File: src/hdl/lps_pkg.sv
// Shared constants and types of the line position steering block.
`default_nettype none
package lps_pkg;

  localparam int BINS         = 128;
  localparam int FRAME_WIDTH  = 1280;
  localparam int FRAME_HEIGHT = 720;
  localparam int BAND_ROWS    = 10;

  localparam int BIN_W   = FRAME_WIDTH / BINS;
  localparam int BIN_DIV = BIN_W * BAND_ROWS;

  localparam int PIX_W     = 8;
  localparam int COL_W     = 11;
  localparam int ROW_W     = 10;
  localparam int THR_W     = 8;
  localparam int SPEED_W   = 7;
  localparam int OUT_SPD_W = 9;
  localparam int POS_W     = 7;

  localparam int BIN_IDX_W = $clog2(BINS);
  localparam int SUM_W     = 15;
  localparam int MEAN_W    = 9;

  localparam int MUL_B_W    = 13;
  localparam int PROD_W     = SUM_W + MUL_B_W;
  localparam int BIN_SHIFT  = 15;
  localparam int BIN_RECIP  = (2 ** BIN_SHIFT + BIN_W - 1) / BIN_W;
  localparam int MEAN_SHIFT = 19;
  localparam int MEAN_RECIP = (2 ** MEAN_SHIFT + BIN_DIV - 1) / BIN_DIV;

  localparam int DIV_W     = $clog2(BINS + 1);
  localparam int DIV_CNT_W = $clog2(DIV_W);

  localparam int CFG_ADDR_W = 4;
  localparam int CFG_DATA_W = 10;

  localparam logic [CFG_ADDR_W-1:0] CFG_BAND_TOP   = 4'd0;
  localparam logic [CFG_ADDR_W-1:0] CFG_DARK_THR   = 4'd1;
  localparam logic [CFG_ADDR_W-1:0] CFG_BASE_SPEED = 4'd2;
  localparam logic [CFG_ADDR_W-1:0] CFG_SRCH_SPEED = 4'd3;

  typedef logic signed [OUT_SPD_W-1:0] wheel_speed_t;

endpackage
`default_nettype wire

File: src/hdl/lps_pixel_if.sv
// Pixel stream channel carrying one luma word with its coordinates.
`default_nettype none
interface lps_pixel_if;
  import lps_pkg::*;
  logic             valid;
  logic             ready;
  logic [PIX_W-1:0] pixel;
  logic [COL_W-1:0] column;
  logic [ROW_W-1:0] row;
  logic             frame_end;
  modport source(output valid, output pixel, output column, output row, output frame_end,
                 input ready);
  modport sink(input valid, input pixel, input column, input row, input frame_end,
               output ready);
endinterface
`default_nettype wire

File: src/hdl/lps_result_if.sv
// Result channel carrying the wheel speed word of one frame.
`default_nettype none
interface lps_result_if;
  import lps_pkg::*;
  logic             valid;
  logic             ready;
  wheel_speed_t     left_speed;
  wheel_speed_t     right_speed;
  logic             line_found;
  logic [POS_W-1:0] line_position;
  modport source(output valid, output left_speed, output right_speed, output line_found,
                 output line_position, input ready);
  modport sink(input valid, input left_speed, input right_speed, input line_found,
               input line_position, output ready);
endinterface
`default_nettype wire

File: src/hdl/lps_cfg_if.sv
// Configuration write channel carrying a register index and its data word.
`default_nettype none
interface lps_cfg_if;
  import lps_pkg::*;
  logic                  valid;
  logic                  ready;
  logic [CFG_ADDR_W-1:0] addr;
  logic [CFG_DATA_W-1:0] data;
  modport source(output valid, output addr, output data, input ready);
  modport sink(input valid, input addr, input data, output ready);
endinterface
`default_nettype wire

File: src/hdl/line_position_steering.sv
// Line position steering: column bin accumulation, dark bin search and wheel speeds.
// The pixel channel takes raster pixels; pixels in the ten-row band starting at
// band_top_row are added into 128 column bins held in a RAM.
// A pixel inside the band passes latch, bin index, read and write back;
// one outside passes only latch and bin index. The RAM read-modify-write sets this.
// The pixel marked frame_end is accumulated first, then the block scans the bins,
// each by read, multiply on the shared multiplier and compare, divides with a
// bit-serial divider, left then right, when a line is found, and loads the result.
// The next pixel is taken only after the result is loaded.
// One result word per frame leaves on the result channel from an output register;
// pixels of the next frame are taken while it waits. If a new frame end arrives
// while the previous result is still waiting, the block holds until it is taken.
// Reset clears the bin valid flags at once (no clearing pass), forgets the last
// line position and loads the register defaults. Configuration writes are taken
// at any time and apply to the following pixels.
`default_nettype none
module line_position_steering (
  input wire logic      clk,
  input wire logic      rst,
  lps_pixel_if.sink     pix,
  lps_result_if.source  res,
  lps_cfg_if.sink       cfg
);
  import lps_pkg::*;

  localparam logic [3:0] S_IDLE     = 4'd0;
  localparam logic [3:0] S_BIN      = 4'd1;
  localparam logic [3:0] S_RD       = 4'd2;
  localparam logic [3:0] S_WR       = 4'd3;
  localparam logic [3:0] S_SCAN_RD  = 4'd4;
  localparam logic [3:0] S_SCAN_MUL = 4'd5;
  localparam logic [3:0] S_SCAN_CMP = 4'd6;
  localparam logic [3:0] S_DIV_L    = 4'd7;
  localparam logic [3:0] S_DIV_R    = 4'd8;
  localparam logic [3:0] S_FIN      = 4'd9;

  localparam int ROW_END_W = ROW_W + 1;
  localparam int HALF      = BINS / 2;

  logic [3:0]           state;
  logic [ROW_W-1:0]     band_top_row;
  logic [THR_W-1:0]     dark_threshold;
  logic [SPEED_W-1:0]   base_speed;
  logic [SPEED_W-1:0]   search_speed;

  logic [PIX_W-1:0]     in_pix;
  logic [COL_W-1:0]     in_col;
  logic [ROW_W-1:0]     in_row;
  logic                 in_fend;

  logic [BIN_IDX_W-1:0] bin;
  logic [BIN_IDX_W-1:0] idx;
  logic [BINS-1:0]      bin_vld;
  logic                 cur_vld;
  logic [MEAN_W-1:0]    mean;
  logic [THR_W-1:0]     best;
  logic                 found;
  logic [BIN_IDX_W-1:0] pos;
  logic [BIN_IDX_W-1:0] last_pos;
  logic                 last_vld;

  logic [DIV_W-1:0]     div_d;
  logic [DIV_W-1:0]     div_rem;
  logic [DIV_W-1:0]     div_q;
  logic [DIV_CNT_W-1:0] div_cnt;
  logic [DIV_W-1:0]     q_left;
  logic [DIV_W-1:0]     q_right;

  logic                 out_valid;
  wheel_speed_t         out_left;
  wheel_speed_t         out_right;
  logic                 out_found;
  logic [POS_W-1:0]     out_pos;

  logic                 ram_we;
  logic [BIN_IDX_W-1:0] ram_raddr;
  logic [SUM_W-1:0]     ram_rdata;
  logic [SUM_W-1:0]     ram_wdata;

  logic [SUM_W-1:0]     cur_sum;
  logic [SUM_W-1:0]     mul_a;
  logic [MUL_B_W-1:0]   mul_b;
  logic [PROD_W-1:0]    prod;
  logic [ROW_END_W-1:0] band_end;
  logic                 hit;
  logic [SUM_W:0]       sum_add;
  logic                 start_scan;
  logic                 cmp_hit;
  logic [BIN_IDX_W-1:0] pos_fin;
  logic                 found_fin;
  logic [DIV_W-1:0]     pos_ext;
  logic [DIV_W-1:0]     center_off;
  logic [DIV_W:0]       trial;
  logic                 trial_ge;
  logic [DIV_W-1:0]     rem_next;
  logic [DIV_W-1:0]     q_next;
  logic                 div_last;
  logic                 fin_load;
  logic                 spin_left;
  logic [OUT_SPD_W-1:0] spin_mag;
  logic [OUT_SPD_W-1:0] left_sum;
  logic [OUT_SPD_W-1:0] right_sum;

  function automatic logic [OUT_SPD_W-1:0] sat_speed(input logic [OUT_SPD_W-1:0] v);
    logic [OUT_SPD_W-1:0] lim;
    lim = OUT_SPD_W'(255);
    return (v > lim) ? lim : v;
  endfunction

  lps_ram #(.WIDTH(SUM_W), .DEPTH(BINS)) u_bins (
    .clk   (clk),
    .we    (ram_we),
    .waddr (bin),
    .wdata (ram_wdata),
    .raddr (ram_raddr),
    .rdata (ram_rdata)
  );

  assign pix.ready = (state == S_IDLE);
  assign cfg.ready = 1'b1;

  assign res.valid         = out_valid;
  assign res.left_speed    = out_left;
  assign res.right_speed   = out_right;
  assign res.line_found    = out_found;
  assign res.line_position = out_pos;

  assign cur_sum = cur_vld ? ram_rdata : '0;

  always_comb begin
    if (state == S_BIN) begin
      mul_a = SUM_W'(in_col);
      mul_b = MUL_B_W'(BIN_RECIP);
    end else begin
      mul_a = cur_sum;
      mul_b = MUL_B_W'(MEAN_RECIP);
    end
  end
  assign prod = PROD_W'(mul_a) * PROD_W'(mul_b);

  assign band_end = ROW_END_W'(band_top_row) + ROW_END_W'(BAND_ROWS);
  assign hit = (in_row >= band_top_row) && (ROW_END_W'(in_row) < band_end) &&
               (in_row < ROW_W'(FRAME_HEIGHT)) && (in_col < COL_W'(FRAME_WIDTH));

  assign sum_add   = (SUM_W + 1)'(cur_sum) + (SUM_W + 1)'(in_pix);
  assign ram_wdata = sum_add[SUM_W] ? '1 : sum_add[SUM_W-1:0];
  assign ram_we    = (state == S_WR);
  assign ram_raddr = (state == S_RD) ? bin : idx;

  assign start_scan = in_fend && (((state == S_BIN) && !hit) || (state == S_WR));

  assign cmp_hit    = mean < MEAN_W'(best);
  assign pos_fin    = cmp_hit ? idx : pos;
  assign found_fin  = found || cmp_hit;
  assign pos_ext    = DIV_W'(pos_fin);
  assign center_off = (pos_ext >= DIV_W'(HALF)) ? pos_ext - DIV_W'(HALF)
                                                 : DIV_W'(HALF) - pos_ext;

  assign trial    = {div_rem, div_q[DIV_W-1]};
  assign trial_ge = trial >= (DIV_W + 1)'(div_d);
  assign rem_next = trial_ge ? DIV_W'(trial - (DIV_W + 1)'(div_d)) : DIV_W'(trial);
  assign q_next   = {div_q[DIV_W-2:0], trial_ge};
  assign div_last = (div_cnt == DIV_CNT_W'(DIV_W - 1));

  assign fin_load  = (state == S_FIN) && (!out_valid || res.ready);
  assign spin_left = !last_vld || (last_pos < BIN_IDX_W'(HALF));
  assign spin_mag  = OUT_SPD_W'(search_speed);
  assign left_sum  = sat_speed(OUT_SPD_W'(base_speed) + OUT_SPD_W'(q_left));
  assign right_sum = sat_speed(OUT_SPD_W'(base_speed) + OUT_SPD_W'(q_right));

  always_ff @(posedge clk) begin
    cur_vld <= bin_vld[ram_raddr];
    if (pix.valid && pix.ready) begin
      in_pix  <= pix.pixel;
      in_col  <= pix.column;
      in_row  <= pix.row;
      in_fend <= pix.frame_end;
    end
    if (state == S_BIN) begin
      bin <= prod[BIN_SHIFT +: BIN_IDX_W];
    end
    if (state == S_SCAN_MUL) begin
      mean <= prod[MEAN_SHIFT +: MEAN_W];
    end
    if (start_scan) begin
      idx   <= '0;
      best  <= dark_threshold;
      found <= 1'b0;
      pos   <= '0;
    end
    if (state == S_SCAN_CMP) begin
      if (cmp_hit) begin
        best  <= THR_W'(mean);
        pos   <= idx;
        found <= 1'b1;
      end
      idx     <= idx + 1'b1;
      div_d   <= (center_off >> 3) + 1'b1;
      div_q   <= pos_ext;
      div_rem <= '0;
      div_cnt <= '0;
    end
    if ((state == S_DIV_L) || (state == S_DIV_R)) begin
      if (div_last && (state == S_DIV_L)) begin
        q_left  <= q_next;
        div_rem <= '0;
        div_cnt <= '0;
        div_q   <= DIV_W'(BINS) - DIV_W'(pos);
      end else begin
        div_rem <= rem_next;
        div_q   <= q_next;
        div_cnt <= div_cnt + 1'b1;
      end
      if (div_last && (state == S_DIV_R)) begin
        q_right <= q_next;
      end
    end
    if (fin_load) begin
      out_found <= found;
      out_pos   <= POS_W'(pos);
      if (found) begin
        out_left  <= wheel_speed_t'(left_sum);
        out_right <= wheel_speed_t'(right_sum);
      end else if (spin_left) begin
        out_left  <= wheel_speed_t'(OUT_SPD_W'(0) - spin_mag);
        out_right <= wheel_speed_t'(spin_mag);
      end else begin
        out_left  <= wheel_speed_t'(spin_mag);
        out_right <= wheel_speed_t'(OUT_SPD_W'(0) - spin_mag);
      end
    end
  end

  always_ff @(posedge clk) begin
    if (rst) begin
      state          <= S_IDLE;
      band_top_row   <= ROW_W'(635);
      dark_threshold <= THR_W'(50);
      base_speed     <= SPEED_W'(32);
      search_speed   <= SPEED_W'(64);
      bin_vld        <= '0;
      last_vld       <= 1'b0;
      last_pos       <= '0;
      out_valid      <= 1'b0;
    end else begin
      if (cfg.valid && cfg.ready) begin
        case (cfg.addr)
          CFG_BAND_TOP:   band_top_row   <= cfg.data[ROW_W-1:0];
          CFG_DARK_THR:   dark_threshold <= cfg.data[THR_W-1:0];
          CFG_BASE_SPEED: base_speed     <= cfg.data[SPEED_W-1:0];
          CFG_SRCH_SPEED: search_speed   <= cfg.data[SPEED_W-1:0];
          default: begin
          end
        endcase
      end
      if (fin_load) begin
        out_valid <= 1'b1;
      end else if (res.ready) begin
        out_valid <= 1'b0;
      end
      case (state)
        S_IDLE: begin
          if (pix.valid) begin
            state <= S_BIN;
          end
        end
        S_BIN: begin
          if (hit) begin
            state <= S_RD;
          end else if (in_fend) begin
            state <= S_SCAN_RD;
          end else begin
            state <= S_IDLE;
          end
        end
        S_RD: state <= S_WR;
        S_WR: begin
          bin_vld[bin] <= 1'b1;
          state <= in_fend ? S_SCAN_RD : S_IDLE;
        end
        S_SCAN_RD:  state <= S_SCAN_MUL;
        S_SCAN_MUL: state <= S_SCAN_CMP;
        S_SCAN_CMP: begin
          if (idx == BIN_IDX_W'(BINS - 1)) begin
            state <= found_fin ? S_DIV_L : S_FIN;
          end else begin
            state <= S_SCAN_RD;
          end
        end
        S_DIV_L: begin
          if (div_last) begin
            state <= S_DIV_R;
          end
        end
        S_DIV_R: begin
          if (div_last) begin
            state <= S_FIN;
          end
        end
        S_FIN: begin
          if (fin_load) begin
            bin_vld <= '0;
            if (found) begin
              last_vld <= 1'b1;
              last_pos <= pos;
            end
            state <= S_IDLE;
          end
        end
        default: state <= S_IDLE;
      endcase
    end
  end

  a_no_write_in_scan: assert property (@(posedge clk) disable iff (rst)
    ((state == S_SCAN_RD) || (state == S_SCAN_MUL) || (state == S_SCAN_CMP)) |-> !ram_we)
    else $error("bin RAM written during the bin scan");

  a_bins_cleared: assert property (@(posedge clk) disable iff (rst)
    ((state == S_IDLE) && ($past(state) == S_FIN)) |-> (bin_vld == '0))
    else $error("bin flags not cleared after a frame");

  a_result_from_fin: assert property (@(posedge clk) disable iff (rst)
    $rose(out_valid) |-> ($past(state) == S_FIN))
    else $error("result loaded outside the finish step");

  a_divisor_nonzero: assert property (@(posedge clk) disable iff (rst)
    ((state == S_DIV_L) || (state == S_DIV_R)) |-> (div_d != '0))
    else $error("divider started with a zero divisor");

  a_div_only_found: assert property (@(posedge clk) disable iff (rst)
    ((state == S_DIV_L) && ($past(state) == S_SCAN_CMP)) |-> found)
    else $error("divider started without a line");

endmodule
`default_nettype wire

File: src/hdl/lps_ram.sv
// Generic single-write, single-read RAM with registered read data.
`default_nettype none
module lps_ram #(
  parameter int WIDTH = 8,
  parameter int DEPTH = 16
) (
  input  wire logic                     clk,
  input  wire logic                     we,
  input  wire logic [$clog2(DEPTH)-1:0] waddr,
  input  wire logic [WIDTH-1:0]         wdata,
  input  wire logic [$clog2(DEPTH)-1:0] raddr,
  output logic      [WIDTH-1:0]         rdata
);
  logic [WIDTH-1:0] mem [DEPTH];

  always_ff @(posedge clk) begin
    if (we) begin
      mem[waddr] <= wdata;
    end
    rdata <= mem[raddr];
  end
endmodule
`default_nettype wire
File: src/flat_wrapper.sv
// flat-port wrapper written by rule: the top's interface ports become plain ports
module line_position_steering_flat import lps_pkg::*;
  (clk, rst, pix_valid, pix_pixel, pix_column, pix_row, pix_frame_end, pix_ready, res_valid, res_left_speed, res_right_speed, res_line_found, res_line_position, res_ready, cfg_valid, cfg_addr, cfg_data, cfg_ready);
  lps_pixel_if pix_i ();
  lps_result_if res_i ();
  lps_cfg_if cfg_i ();
  input wire logic clk;
  input wire logic rst;
  input wire logic [$bits(pix_i.valid)-1:0] pix_valid;
  input wire logic [$bits(pix_i.pixel)-1:0] pix_pixel;
  input wire logic [$bits(pix_i.column)-1:0] pix_column;
  input wire logic [$bits(pix_i.row)-1:0] pix_row;
  input wire logic [$bits(pix_i.frame_end)-1:0] pix_frame_end;
  output wire logic [$bits(pix_i.ready)-1:0] pix_ready;
  output wire logic [$bits(res_i.valid)-1:0] res_valid;
  output wire logic [$bits(res_i.left_speed)-1:0] res_left_speed;
  output wire logic [$bits(res_i.right_speed)-1:0] res_right_speed;
  output wire logic [$bits(res_i.line_found)-1:0] res_line_found;
  output wire logic [$bits(res_i.line_position)-1:0] res_line_position;
  input wire logic [$bits(res_i.ready)-1:0] res_ready;
  input wire logic [$bits(cfg_i.valid)-1:0] cfg_valid;
  input wire logic [$bits(cfg_i.addr)-1:0] cfg_addr;
  input wire logic [$bits(cfg_i.data)-1:0] cfg_data;
  output wire logic [$bits(cfg_i.ready)-1:0] cfg_ready;
  assign pix_i.valid = pix_valid;
  assign pix_i.pixel = pix_pixel;
  assign pix_i.column = pix_column;
  assign pix_i.row = pix_row;
  assign pix_i.frame_end = pix_frame_end;
  assign pix_ready = pix_i.ready;
  assign res_valid = res_i.valid;
  assign res_left_speed = res_i.left_speed;
  assign res_right_speed = res_i.right_speed;
  assign res_line_found = res_i.line_found;
  assign res_line_position = res_i.line_position;
  assign res_i.ready = res_ready;
  assign cfg_i.valid = cfg_valid;
  assign cfg_i.addr = cfg_addr;
  assign cfg_i.data = cfg_data;
  assign cfg_ready = cfg_i.ready;
  line_position_steering u_core (.clk(clk), .rst(rst), .pix(pix_i), .res(res_i), .cfg(cfg_i));
endmodule
File: config.mk
export PLATFORM = sky130hd
export DESIGN_NAME = line_position_steering_flat
export DESIGN_NICKNAME = d
export VERILOG_FILES = /design/src/hdl/lps_pkg.sv /design/src/hdl/lps_pixel_if.sv /design/src/hdl/lps_result_if.sv /design/src/hdl/lps_cfg_if.sv /design/src/hdl/line_position_steering.sv /design/src/hdl/lps_ram.sv /design/src/flat_wrapper.sv
export SDC_FILE = /design/constraint.sdc
export NUM_CORES = 2
export LEC_CHECK = 0
export BUFFER_PORTS_ARGS = -buffer_cell sky130_fd_sc_hd__buf_2
export CORE_MARGIN = 2
export CORE_UTILIZATION = 63
export DETAILED_ROUTE_END_ITERATION = 12
export GPL_TIMING_DRIVEN = 0
export PLACE_DENSITY = 0.81
export SLEW_MARGIN = 5
export SYNTH_ARGS = -nofsm -noshare
export SYNTH_HDL_FRONTEND = slang
export SYNTH_SLANG_ARGS = --single-unit
File: constraint.sdc
create_clock -name clk -period 10 [get_ports clk]
set_clock_uncertainty 0.1 [all_clocks]
set_input_delay 0.5 -clock clk [delete_from_list [all_inputs] [get_ports clk]]
set_output_delay 0.5 -clock clk [all_outputs]
set_load 0.02 [all_outputs]
# Yosys cells after proc, flatten, opt, wreduce, memory -nomap -nowiden
# Memories as Yosys holds them, arrays and structs flattened. A register that Yosys moved wholly into a read port is not among the register bits.
# Cells that the tools add are included.
dict set report op_classes {
  add_sub_neg 12
  multipliers 1
  magnitude_cmp 13
  eq_ne 18
  muxes 53
  bitwise 1
  n_reduce_logical 33
}
# operator n
set op_table {}
lappend op_table {{one-hot mux 128 bit (2 select lines)} 1}
lappend op_table {{two-way mux 128 bit} 1}
lappend op_table {{bitwise OR 128 bit} 1}
lappend op_table {{two-way mux 8 bit} 11}
lappend op_table {{two-way mux 9 bit} 6}
lappend op_table {{two-way mux 7 bit} 7}
lappend op_table {{two-way mux 15 bit} 3}
lappend op_table {{one-hot mux 4 bit (10 select lines)} 1}
lappend op_table {{multiplier 15 x 13 -> 28 bit} 1}
lappend op_table {{two-way mux 4 bit} 7}
lappend op_table {{adder 7 x 8 -> 9 bit} 2}
lappend op_table {{greater-than comparator 9 x 8 -> 1 bit (second input constant)} 2}
lappend op_table {{adder 15 x 8 -> 16 bit} 1}
lappend op_table {{equality test 4 x 2 -> 1 bit (second input constant)} 4}
lappend op_table {{equality test 4 x 3 -> 1 bit (second input constant)} 4}
lappend op_table {{< comparator 7 x 8 -> 1 bit (second input constant)} 2}
lappend op_table {{AND reduction 2 bit} 7}
lappend op_table {{two-way mux 13 bit} 1}
lappend op_table {{two-way mux 3 bit} 4}
lappend op_table {{adder 10 x 4 -> 11 bit (second input constant)} 1}
lappend op_table {{< comparator 10 x 11 -> 1 bit} 1}
lappend op_table {{< comparator 11 bit (second input constant)} 1}
lappend op_table {{greater-or-equal comparator 10 bit} 1}
lappend op_table {{logical AND 1 bit} 10}
lappend op_table {{29 further kinds} 51}
dict set report word_totals {
  register_bits 312
  ram_bits 1920
  inputBits 49
  elab_cells 162
  n_memories 1
}
# memory words word_bits read_ports rd_ports_with_merged_regs wr line_no
set mem_list {}
lappend mem_list {u_core.u_bins.mem 128 15 1 1 1 lps_ram.sv:14} ;# logic [WIDTH-1:0] mem [DEPTH];

# Longest topological paths before layout
dict set report depth {
  depth_word 12
  ltp_mapped 29
  ltp_nobuf 27
}

# Cells and area by module
# A second synthesis with hierarchy kept.
dict set report hier_totals {
  cells_unflattened 4920
  area_unflattened_um2 92583.8
}
# module instances cells_per_inst area_each_um2 seq_area_each_um2
set modules_own_cells {}
lappend modules_own_cells {lps_ram 1 2904 73629.4 57955.6}
lappend modules_own_cells {line_position_steering 1 2016 18954.4 7287.0}

# Worst setup path before layout
# No wires, ideal clock.
dict set report synth_path {
  path_kind {register to register}
  start {register u_core.cur_vld}
  end {memory u_core.u_bins.mem[0][9] in the netlist's numbering (data pin)}
  setup_ns 1.197
  arrival_ns 7.277
  required_ns 8.703
  slack_ns 1.427
  path_stages_with_launch 13
  n_path_buf 2
  path_cell_list {dfxtp_1 > clkbuf_1 > clkbuf_1 > and2_1 > ha_1 > a21o_1 > a21oi_1 > o21bai_1 > a21oi_1 > o21bai_1 > a41oi_1 > xor2_1 > o21ai_0}
}
dict set report synth_between {
  elab_chain_len 3
}
# item line_no
set synth_rtl {}
lappend synth_rtl {{start, declared} line_position_steering.sv:54} ;# logic cur_vld;
lappend synth_rtl {{start signal, assigned} line_position_steering.sv:172} ;# cur_vld <= bin_vld[ram_raddr];
lappend synth_rtl {{two-way mux 15 bit} line_position_steering.sv:128} ;# assign cur_sum = cur_vld ? ram_rdata : '0;
lappend synth_rtl {{adder 15 x 8 -> 16 bit} line_position_steering.sv:145} ;# assign sum_add = (SUM_W + 1)'(cur_sum) + (SUM_W + 1)'(in_pix);
lappend synth_rtl {{two-way mux 15 bit} line_position_steering.sv:146} ;# assign ram_wdata = sum_add[SUM_W] ? '1 : sum_add[SUM_W-1:0];
lappend synth_rtl {{named net u_core.ram_wdata[9]} line_position_steering.sv:78} ;# logic [SUM_W-1:0] ram_wdata;
lappend synth_rtl {{end, declared} lps_ram.sv:14}
# The timed path passes the listed nets, and every way through them passes these cells.

# Worst setup path in the final report
dict set report layout_path {
  start {register u_core.state[0]}
  end {register u_core.mean[8] (data pin)}
}
dict set report layout_between {
  elab_chain_len 3
}
# item line_no
set layout_rtl {}
lappend layout_rtl {{start, declared} line_position_steering.sv:40} ;# logic [3:0] state;
lappend layout_rtl {{start signal, assigned} line_position_steering.sv:279} ;# state <= in_fend ? S_SCAN_RD : S_IDLE;
lappend layout_rtl {{start signal, assigned} line_position_steering.sv:285} ;# state <= found_fin ? S_DIV_L : S_FIN;
lappend layout_rtl {{equality test 4 x 1 -> 1 bit *} line_position_steering.sv:131} ;# if (state == S_BIN) begin
lappend layout_rtl {{two-way mux 15 bit or two-way mux 13 bit (tied branches)} line_position_steering.sv:131}
lappend layout_rtl {{multiplier 15 x 13 -> 28 bit *} line_position_steering.sv:139} ;# assign prod = PROD_W'(mul_a) * PROD_W'(mul_b);
lappend layout_rtl {{named net u_core.prod[27]} line_position_steering.sv:83} ;# logic [PROD_W-1:0] prod;
lappend layout_rtl {{end signal, assigned} line_position_steering.sv:183} ;# mean <= prod[MEAN_SHIFT +: MEAN_W];
lappend layout_rtl {{end, declared} line_position_steering.sv:55} ;# logic [MEAN_W-1:0] mean;
# The timed path passes the listed nets; every way through them passes the cells marked *.
# A chain may end at the register's enable or synchronous reset.

==> impl_metrics.json <==
{
  "outcome": "finished, violations left",
  "violations": "max-capacitance violations, max-slew violations",
  "drc": 0,
  "vias": 61000,
  "end_kind": "flip-flop",
  "h-tree-depth": 4,
  "syn_area_per_cell_um2": 15.7,
  "synth-edff-count": 2040,
  "crit_type": "flip-flop to flip-flop",
  "clockBufferDepth": 3,
  "hold_depth": 5,
  "cap_violations": 5,
  "power_density_nw_per_um2": 221,
  "leakagePower_nw": 36.8,
  "worstSetupStartpointType": "flip-flop",
  "antenna_found_initial": 31,
  "gp_congestion": 1.05,
  "grt_pass1_vias": 58900,
  "final_cells": 8508,
  "tritoncts": "yes",
  "dr.pass1.iters": 9,
  "total_power_mw": 23.4,
  "dpl.hpwl_um": 205000,
  "slowest_delay_ns": 0.82,
  "slew_viol_final": 25,
  "clk_latency_ns": 0.87,
  "cp_slowest_cell": "clkbuf_1",
  "synth_area_um2": 93100,
  "track_usage": 0.409,
  "worst_ep_arrival_time_ns": 8.95,
  "cts_resized": 0,
  "postPlaceCellArea_um2": 98500,
  "boundaryPins": 78,
  "drtIter0Drc": 11200,
  "wl_per_cell_um": 36.4,
  "rsz0062_at_grt": "no",
  "io_buffers": 76,
  "drive_gt1_frac": 0.173,
  "synth_cells": 5925,
  "nNetsFinal": 6688,
  "r2r_cells": 24,
  "cp_max_fo": 16,
  "ys_seq_elements": 2239,
  "clk_pin_slew_ns": 0.06,
  "required_ns": 10.48,
  "min_path_type": "input port to flip-flop",
  "synthArstFlopShare": 0,
  "cpMostUsedCell": "fa_1",
  "utilization": 0.719,
  "die_h_um": 389,
  "setup_viol": 0,
  "num_rows": 141,
  "post_cts_buffers": 0,
  "area_delta_synth_final_pct": 13.8,
  "core_area_um2": 147000,
  "min_period_ns": 8.47,
  "slew_headroom": -0.0773,
  "hold_viol": 0,
  "detail-route-antenna-nets": 0,
  "start_util": 0.632,
  "worst_pin_slew_ns": 1.62,
  "synth_ff_type": "edfxtp_1",
  "finalSetupTns_ns": 0,
  "fin_crit_sh": 0.847,
  "grt_max_degree": 88,
  "cts_root_buf": "clkbuf_16",
  "yosys_warnings": 0,
  "grt_overflow": 0,
  "irDropWorstVdd_mv": 0.167,
  "cts.sinks": 2239,
  "drt_wl_total_um": 309000,
  "viasPerCell": 7.17,
  "path_cells": "buf_2 > nor2b_1 > nand2_1 > inv_1 > clkbuf_1 > clkbuf_1 > nand2_1 > nand2_1 > fa_1 > fa_1 > fa_1 > fa_1 > inv_1 > fa_1 > inv_1 > ha_1 > nand2_1 > nor4_1 > a211oi_1 > a41oi_1 > o22ai_1 > o21ai_0 > a21oi_1 > xnor2_1",
  "placed_cells": 8056,
  "numCtsBuffers": 211,
  "die_w_um": 389,
  "fin_area_um2": 106000,
  "synth.distinct_cells": 75,
  "seq_area_frac_synth": 0.700,
  "die_area_um2": 151000,
  "grt_pass1_wl_um": 430000,
  "clock.fmax_mhz": 118
}
-- worst paths after layout --
path                                                end  slack [ns]                         start
setup reg to reg               u_core.mean[8]$_DFFE_PN_        1.53  u_core.state[0]$_SDFFE_PP0P_
hold reg to reg   u_core.res.line_position[4]$_DFFE_PP_        0.33         u_core.pos[4]$_DFF_P_
hold / removal    u_core.dark_threshold[1]$_SDFFE_PP1P_        0.08                     cfg_valid
setup / recovery               u_core.mean[8]$_DFFE_PN_        1.53  u_core.state[0]$_SDFFE_PP0P_
-- synthesized netlist by cell type, types with 16 or more instances --
| cell | n | area (µm²) |
|---|---|---|
| edfxtp_1 | 2040 | 61300 |
| nand2_1 | 670 | 2510 |
| nor2_1 | 392 | 1470 |
| mux4_2 | 302 | 6800 |
| a21oi_1 | 228 | 1140 |
| mux2i_1 | 228 | 2280 |
| dfxtp_1 | 199 | 3980 |
| nand3_1 | 197 | 986 |
| inv_1 | 194 | 728 |
| ha_1 | 164 | 2050 |
| clkbuf_1 | 153 | 574 |
| fa_1 | 91 | 1820 |
| o21ai_0 | 91 | 455 |
| a22oi_1 | 87 | 653 |
| buf_2 | 87 | 435 |
| nor3_1 | 69 | 345 |
| a31oi_1 | 57 | 357 |
| xnor2_1 | 54 | 473 |
| buf_4 | 49 | 368 |
| nand4_1 | 45 | 282 |
| a32oi_1 | 42 | 368 |
| a221oi_1 | 36 | 315 |
| a21o_1 | 28 | 210 |
| nor2b_1 | 28 | 175 |
| o211ai_1 | 27 | 203 |
| and3_1 | 23 | 144 |
| xor2_1 | 23 | 201 |
| nand2b_1 | 22 | 138 |
| o22ai_1 | 21 | 131 |
| a211oi_1 | 20 | 150 |
| and2_1 | 20 | 125 |
| a2bb2oi_1 | 19 | 166 |
| buf_1 | 19 | 71.3 |
| a311oi_1 | 16 | 140 |
| mux2_2 | 16 | 180 |
-- through the flow --
stage          hold WS (ns)  worst slack, ns
2_1_floorplan         0.306             1.43
4_1_cts              0.0472             1.55
3_3_place_gp          0.310            -6.45
6_report             0.0808             1.53
5_1_grt               0.119             1.17
3_5_place_dp          0.321             1.70
-- report_power, final --
group | internal, mW | switching (mW)
registers | 10.7 | 0.0813
clock network | 4.49 | 3.66
logic | 1.27 | 3.17
-- cell families after synthesis --
kind of cell	share of synthesized area
multiplexers	0.0996
other	0.0000806
XOR/XNOR	0.00724
AO/OA/AOI/OAI	0.0553
adder cells (fa/ha/maj)	0.0416
AND/OR/NAND/NOR	0.0710
flip-flops	0.700
buffers and inverters	0.0248
-- layout by cell type, fill, tap and decap left out, drive strengths merged, types with 54 or more instances in the layout --
cell type / instances
edfxtp: 2040
nand2: 670
clkbuf: 425
nor2: 396
buf: 360
mux4: 302
mux2i: 229
a21oi: 228
inv: 200
dfxtp: 199
nand3: 197
ha: 164
o21ai: 94
fa: 91
clkinv: 88
a22oi: 87
nor3: 69
a31oi: 57
xnor2: 54
-- metal layers --
layer / GRT usage / wire length [µm] / part of all wire
met1: 0.494 / 96000 / 0.31
met2: 0.595 / 133000 / 0.43
met3: 0.174 / 51500 / 0.17
met4: 0.292 / 28000 / 0.091
met5: 0.0131 / 495 / 0.0016
-- repair_timing --
action | CTS | global route
endpoints found under the hold margin | 63 | 0
setup endpoints to repair | 0 | 0
hold buffers | 45 | 0
-- registers in the layout (all words and copies together) (netlist names), 6 cells and up --
signal                    flops
u_core.u_bins.mem          1920
u_core.bin_vld              128
u_core.u_bins.rdata          15
u_core.in_col                11
u_core.band_top_row          10
u_core.in_row                10
u_core.mean                   9
u_core.res.left_speed         9
u_core.res.right_speed        9
u_core.best                   8
u_core.dark_threshold         8
u_core.div_q                  8
u_core.div_rem                8
u_core.in_pix                 8
u_core.q_left                 8
u_core.q_right                8
u_core.base_speed             7
u_core.bin                    7
u_core.idx                    7
u_core.pos                    7
u_core.res.line_position      7
u_core.search_speed           7
u_core.div_d                  6
-- cell type report --
type	count	area [µm²]
Multi-Input combinational cell	3180	26100
Tap cell	1930	2410
Fill cell	8565	41300
Clock inverter	119	1290
Antenna cell	16	40.0
Inverter	194	728
Buffer	320	1590
Clock buffer	272	5660
Sequential cell	2239	65200
Timing Repair Buffer	238	2860
-- worst max-delay path, delay by kind of cell, from the launching register on --
| family | cells | cell delay, ns |
|---|---|---|
| fa+ha+maj | 6 | 2.87 |
| compound gates | 5 | 1.91 |
| buf+inv | 6 | 1.75 |
| simple gates | 6 | 1.14 |
| flops | 1 | 0.30 |
| xor+xnor | 1 | 0.11 |
No activity file was read; power rests on OpenSTA's default activity.
